## config.mk

```make
export PLATFORM = sky130hd
export DESIGN_NAME = sxg_out_fifo
export DESIGN_NICKNAME = d
export VERILOG_FILES = /design/src/rtl/core/sxg_pkg.sv /design/src/rtl/core/sxg_out_fifo.sv
export SDC_FILE = /design/constraint.sdc
export NUM_CORES = 1
export LEC_CHECK = 0
export ABC_AREA = 1
export BUFFER_PORTS_ARGS = -buffer_cell sky130_fd_sc_hd__buf_2
export CAP_MARGIN = 20
export CORE_ASPECT_RATIO = 1.75
export CORE_MARGIN = 1
export CORE_UTILIZATION = 40
export CTS_BUF_LIST = sky130_fd_sc_hd__clkbuf_8
export CTS_CLUSTER_DIAMETER = 80
export DETAILED_ROUTE_END_ITERATION = 8
export GPL_ROUTABILITY_DRIVEN = 1
export PLACE_DENSITY = 0.69
export SYNTH_ARGS = -nofsm -noshare
export SYNTH_HDL_FRONTEND = slang
export SYNTH_SLANG_ARGS = --single-unit
```

## constraint.sdc

```tcl
create_clock -name clk -period 3.6 [get_ports clk]
set_clock_uncertainty 0.2 [all_clocks]
set_input_delay 0.18 -clock clk [delete_from_list [all_inputs] [get_ports clk]]
set_output_delay 0.18 -clock clk [all_outputs]
set_load 0.01 [all_outputs]
```

## src/rtl/core/sxg_pkg.sv

```systemverilog
// ----------------------------------------------------------------------------
// sxg_pkg
// Shared constants, register indexes and types of the horizontal gradient
// filter.
// ----------------------------------------------------------------------------
`default_nettype none

package sxg_pkg;

  // Defaults of the top-level parameters.
  localparam int MAX_WIDTH_DEFAULT  = 2048;
  localparam int PIXEL_BITS_DEFAULT = 8;
  localparam int COEF_BITS_DEFAULT  = 12;

  // Width of the image size registers and of the row counter.
  localparam int DIM_BITS       = 12;
  localparam int CFG_INDEX_BITS = 4;

  // Number of weights and depth of the result queue.
  localparam int NUM_COEFS  = 6;
  localparam int FIFO_DEPTH = 4;

  // Configuration register indexes.
  typedef enum logic [CFG_INDEX_BITS-1:0] {
    REG_IMAGE_WIDTH       = 4'd0,
    REG_IMAGE_HEIGHT      = 4'd1,
    REG_COEF_TOP_LEFT     = 4'd2,
    REG_COEF_TOP_RIGHT    = 4'd3,
    REG_COEF_MID_LEFT     = 4'd4,
    REG_COEF_MID_RIGHT    = 4'd5,
    REG_COEF_BOTTOM_LEFT  = 4'd6,
    REG_COEF_BOTTOM_RIGHT = 4'd7
  } cfg_reg_t;

  // Positions of the weights in the coefficient vector.
  localparam int COEF_TOP_LEFT     = 0;
  localparam int COEF_TOP_RIGHT    = 1;
  localparam int COEF_MID_LEFT     = 2;
  localparam int COEF_MID_RIGHT    = 3;
  localparam int COEF_BOTTOM_LEFT  = 4;
  localparam int COEF_BOTTOM_RIGHT = 5;

  // Reset values of the registers.
  localparam int WIDTH_RESET        = 640;
  localparam int HEIGHT_RESET       = 480;
  localparam int COEF_CORNER_RESET  = 16;
  localparam int COEF_MIDDLE_RESET  = 32;

  // Occupancy of the datapath stages, used for flow control.
  typedef struct packed {
    logic b_valid;
    logic b_pending;
    logic c_pending;
  } sxg_pipe_t;

endpackage

`default_nettype wire

```

## src/rtl/core/sxg_out_fifo.sv

```systemverilog
// ----------------------------------------------------------------------------
// sxg_out_fifo
// Small result queue that decouples the datapath from the output handshake.
// The producer never pushes into a full queue.
// ----------------------------------------------------------------------------
`default_nettype none

module sxg_out_fifo #(
  parameter int WIDTH = 47,
  parameter int DEPTH = sxg_pkg::FIFO_DEPTH,
  localparam int PTR_BITS = (DEPTH > 1) ? $clog2(DEPTH) : 1,
  localparam int CNT_BITS = $clog2(DEPTH + 1)
) (
  input  logic                clk,
  input  logic                rst,
  input  logic                push,
  input  logic [WIDTH-1:0]    push_data,
  input  logic                pop,
  output logic                not_empty,
  output logic [WIDTH-1:0]    head,
  output logic [CNT_BITS-1:0] count
);

  logic [WIDTH-1:0]    slots [DEPTH];
  logic [PTR_BITS-1:0] wr_ptr, rd_ptr;

  always_ff @(posedge clk) begin
    if (rst) begin
      wr_ptr <= '0;
      rd_ptr <= '0;
      count  <= '0;
    end else begin
      if (push) begin
        wr_ptr <= (wr_ptr == PTR_BITS'(DEPTH - 1)) ? '0 : wr_ptr + PTR_BITS'(1);
      end
      if (pop) begin
        rd_ptr <= (rd_ptr == PTR_BITS'(DEPTH - 1)) ? '0 : rd_ptr + PTR_BITS'(1);
      end
      if (push && !pop) begin
        count <= count + CNT_BITS'(1);
      end else if (pop && !push) begin
        count <= count - CNT_BITS'(1);
      end
    end
  end

  always_ff @(posedge clk) begin
    if (push) begin
      slots[wr_ptr] <= push_data;
    end
  end

  assign not_empty = (count != '0);
  assign head      = slots[rd_ptr];

endmodule

`default_nettype wire

```

======== After elaboration in Yosys (flattened, before gate mapping) ========
Memories as Yosys holds them, arrays and structs flattened. A register that Yosys moved wholly into a read port is not among the register bits.
Cells that the tools add are included.
storage, ports and cells
  bits in registers ....................... 7
  bits in writable memories ............... 188
  bits of input ports ..................... 51
  output and inout port bits .............. 51
  logic and storage cells ................. 24
  memories kept ........................... 1
operators by class
  add/sub/neg operators ................... 4
  equality and inequality tests ........... 2
  multiplexer cells ....................... 8
  reductions and logical operators ........ 6
memories
  memory  depth  bits a word  read ports  clocked after memory_dff  wr ports  line                text
  slots   4      47           1           1                         1         sxg_out_fifo.sv:24  logic [WIDTH-1:0] slots [DEPTH];
operators by type and width
  cell                                               number
  two-way mux 2 bit                                  4
  two-way mux 3 bit                                  2
  adder 2 x 1 -> 2 bit (second input constant)       2
  equality test 2 bit (second input constant)        2
  adder 3 x 1 -> 3 bit (second input constant)       1
  nonzero test 3 bit                                 1
  subtractor 3 x 1 -> 3 bit (second input constant)  1
  logical AND 1 bit                                  2
  zero test 1 bit                                    2
  two-way mux 1 bit                                  2
  nonzero test 2 bit                                 1

======== Longest topological paths before layout ========
  word-level depth ........................ 4
  mapped depth ............................ 10
  depth with buffers taken out ............ 10

======== Worst setup path before layout ========
Ideal clock, no wire load.
  path type ............................... reg-to-reg
  from .................................... register wr_ptr[0]
  to ...................................... memory slots[3][0], enable pin
  library setup time ...................... 0.401 ns
  arrival ................................. 1.510 ns
  data required time ...................... 2.999 ns
  slack ................................... 1.489 ns
  cell stages (with the launch flop) ...... 4
  buffers on the path ..................... 0
  clock period less this slack ............ 2.111 ns
  path through ............................ dfxtp_1 > ha_1 > nand2_1 > inv_1
RTL lines
  what                    line                text
  start, declared         sxg_out_fifo.sv:25  logic [PTR_BITS-1:0] wr_ptr, rd_ptr;
  start signal, assigned  sxg_out_fifo.sv:34  wr_ptr <= (wr_ptr == PTR_BITS'(DEPTH - 1)) ? '0 : wr_ptr + PTR_BITS'(1);
  end, declared           sxg_out_fifo.sv:24
No word-level cell before the write port.

==> parameters.txt <==
Parameter                              Value

Status
  Status ... completed

CTS
  Clock latency on the worst-skew pair ... approximately 450 ps
  Clock-pin transition on the worst setup and hold timing paths ... 90 ps
  Clock tree from TritonCTS ... done
  CTS-repair resized insts ... 0
  Number of CTS-inserted buffers ... 17
  Clock Path Buffers ... 2
  Root buffer cell ... sky130_fd_sc_hd__clkbuf_8
  CTS H-tree depth ... 4
  Clock net sink count ... 197

STA
  Worst hold margin ... roughly 270 ps
  Setup tns final ... 0 ps
  Count of pins over their slew limit ... 0
  Worst max-slew margin expressed relative to the limit ... 0.4266
  Setup repair after global routing missed its margin ... no
  Post-layout min period ... 2669 ps
  Max Fclk ... between 300 and 400 MHz
  Tcrit/Tclk final ... 0.7413
  Worst-Margin Slew ... 858.9 ps
  Setup violations, final ... 0
  Number of hold violations in the final report ... 0

Setup path
  Worst Path Required ... 3220 ps
  Critical Path Sink Type ... output port
  Largest fanout on the critical path ... 94
  Critical path start-end classification ... flip-flop to output port
  Cell class contributing the biggest share of worst-path delay ... buffers and inverters
  Total buffers and inverters traversed by the critical path ... 2
  Type of element launching the critical path ... flip-flop
  Crit path DAT ... 2290 ps
  Slowest Stage Delay on Critical Path ... about 650 ps
  Crit-path cells ... buf_4 -> o21ai_0 -> o22ai_1 -> buf_2
  Max stage delay cell, worst path ... sky130_fd_sc_hd__buf_4

Floorplan
  Die X ... approximately 110 um
  I/O pin count ... just over 100
  Die footprint ... between 20000 and 25000 um2
  Num rows ... 67
  Effective utilization at floorplan ... 0.4081
  Standard cell core area ... ~19000 um2
  Height of the die ... approximately 190 um

GRT
  Combined global-route utilization of all metal layers ... 0.1680
  Via count of the first global-routing pass ... approximately 4900
  Pin count of the biggest net entering global routing ... 95
  Initial antenna violation count ... 2
  First-pass GRT wire length ... 24980 um
  Aggregate global routing overflow ... 0

Power and ir drop
  Total power of the final layout ... between 4 and 5 mW
  IR drop worst, VDD ... roughly 0.19 mV
  Power density over the cells ... about 480 nW/um2
  Leakage power ... 3.290 nW

Synthesis
  Synth Net Count ... about 570
  Post-Synthesis Cell Area ... 7835 um2
  #FFs+latches synth ... just under 200
  Mean area per synthesized cell ... about 15 um2
  Yosys warns ... 0
  Fraction of the yosys area taken by sequential cells ... 0.7435
  Gate Count Post-Synth ... approximately 520
  Number of distinct standard cells referenced by the synthesized netlist ... 24

Placed design
  Total cell area at the placement stage ... about 8500 um2
  Routability Congestion ... between 0.8 and 0.9
  Number of input and output port buffers inserted ... ~100
  Sum of net half-perimeters after detailed placement ... roughly 10000 um

Layout
  Share of layout cells above drive strength 1 ... 0.3018
  Final design utilization ... 0.4903
  Area of all placed cells without fillers ... approximately 9400 um2
  Layout-stage area growth over the synthesis result ... 20.14%
  Number of nets in the layout ... between 700 and 800

Route
  Routed wire length ... about 16000 um
  Detailed-route wire length per cell ... roughly 17 um
  Count of vias placed by the detailed router ... 4649
  1st-pass router iterations ... 5
  Remaining antenna violation count after routing ... 0
  DRC marker count from the first detailed-route iteration ... 290
  Via-to-Cell Ratio ... 5.059
  Drc violations ... 0

Flow run
  Max Cap Viol ... 0

Hold path
  Worst min path class ... input pin to flip-flop
report_power, final:
part | internal (mW) | switching, mW | total, mW
clock | 0.492 | 0.772 | 1.26
combinational | 0.228 | 0.367 | 0.595
sequential | 2.61 | 0.0305 | 2.64
total | 3.33 | 1.17 | 4.50
repair_timing:
item / 4_1_cts / 5_1_grt
hold buffers: 51 / 0
endpoints found under the hold margin: 197 / 0
buffers inserted: 0 / 0
placed cells by master (no fill, tap or decap), drive strengths merged, types with 2 or more instances in the layout:
cell         Yosys  layout
nor3             2       2
diode            0       2
o22ai           47      47
nor2           102     102
buf             18     108
inv             17      23
ha               6       6
clkinv           0       5
clkinvlp         0       4
edfxtp         188     188
o21ai           98      98
dlygate4sd3      0      51
dfxtp            9       9
a21oi            4       4
nand2            9       9
clkbuf          12      17
cell usage after synthesis (all sizes together):
| master | count | area share |
|---|---|---|
| nand2 | 9 | 0.0043 |
| nor2 | 102 | 0.075 |
| o21ai | 98 | 0.064 |
| o22ai | 47 | 0.059 |
| nor3 | 2 | 0.0013 |
| inv | 17 | 0.0085 |
| ha | 6 | 0.0096 |
| nand3 | 1 | 0.00064 |
| edfxtp | 188 | 0.72 |
| nand4 | 1 | 0.00080 |
| a21oi | 4 | 0.0026 |
| fa | 1 | 0.0026 |
| clkbuf | 12 | 0.0057 |
| buf | 18 | 0.023 |
| dfxtp | 9 | 0.023 |
flip-flops by register name (all words and copies together) (netlist names), named ones only:
name and cells:
count 3, rd_ptr 2, slots 188, wr_ptr 2
area by class of cell:
class / count / area, um2
Sequential cell: 197 / 5831
Tap cell: 241 / 301.5
Clock buffer: 17 / 234.0
Multi-Input combinational cell: 271 / 1720
Inverter: 17 / 66.31
Timing Repair Buffer: 159 / 1131
Fill cell: 1608 / 9784
Clock inverter: 15 / 123.9
Antenna cell: 2 / 5.005
layer usage:
metal / up-vias / track usage / routed length (um) / share of wire
met1: 2285 / 0.1783 / 6051 / 0.38
li1: 2209 / - / - / -
met4: 0 / 0.1033 / 542 / 0.034
met5: - / 0 / 0 / 0
met3: 32 / 0.03240 / 682 / 0.043
met2: 123 / 0.2998 / 8700 / 0.54
kinds of logic after synthesis:
group | synth area share
AOI/OAI and AO/OA | 0.1257
adders and majority gates | 0.01214
buffers and inverters | 0.03689
DFF | 0.7435
and+or+nand+nor | 0.08176
stage by stage:
stage,cells,setup WS [ps]
after global placement,830,1478
after CTS,915,915.2
final,919,931.2
after global routing,919,824.1
after detailed placement,832,1424
after floorplan,515,1489
path summary, 6_finish.rpt:
check / cells past startpoint / endpoint / slack (ps) / start
worst max-delay path: 4 / head[14] / 930 / flip-flop
worst min-delay path: 2 / slots[2][44]$_DFFE_PP_ / 270 / push_data[44]
worst max register to register: 5 / slots[1][6]$_DFFE_PP_ / 1800 / wr_ptr[1]$_SDFFE_PP0P_
worst min register to register: 2 / rd_ptr[0]$_SDFFE_PP0P_ / 360 / rd_ptr[0]$_SDFFE_PP0P_
worst register-to-register path: cells and delay by family (launching register included):
| kind | cells | cell delay, ps |
|---|---|---|
| adder cells (fa/ha/maj) | 1 | 160 |
| flip-flops | 1 | 350 |
| AND/OR/NAND/NOR | 1 | 60 |
| buffers and inverters | 3 | 710 |
(Power assumes the default switching activity.)
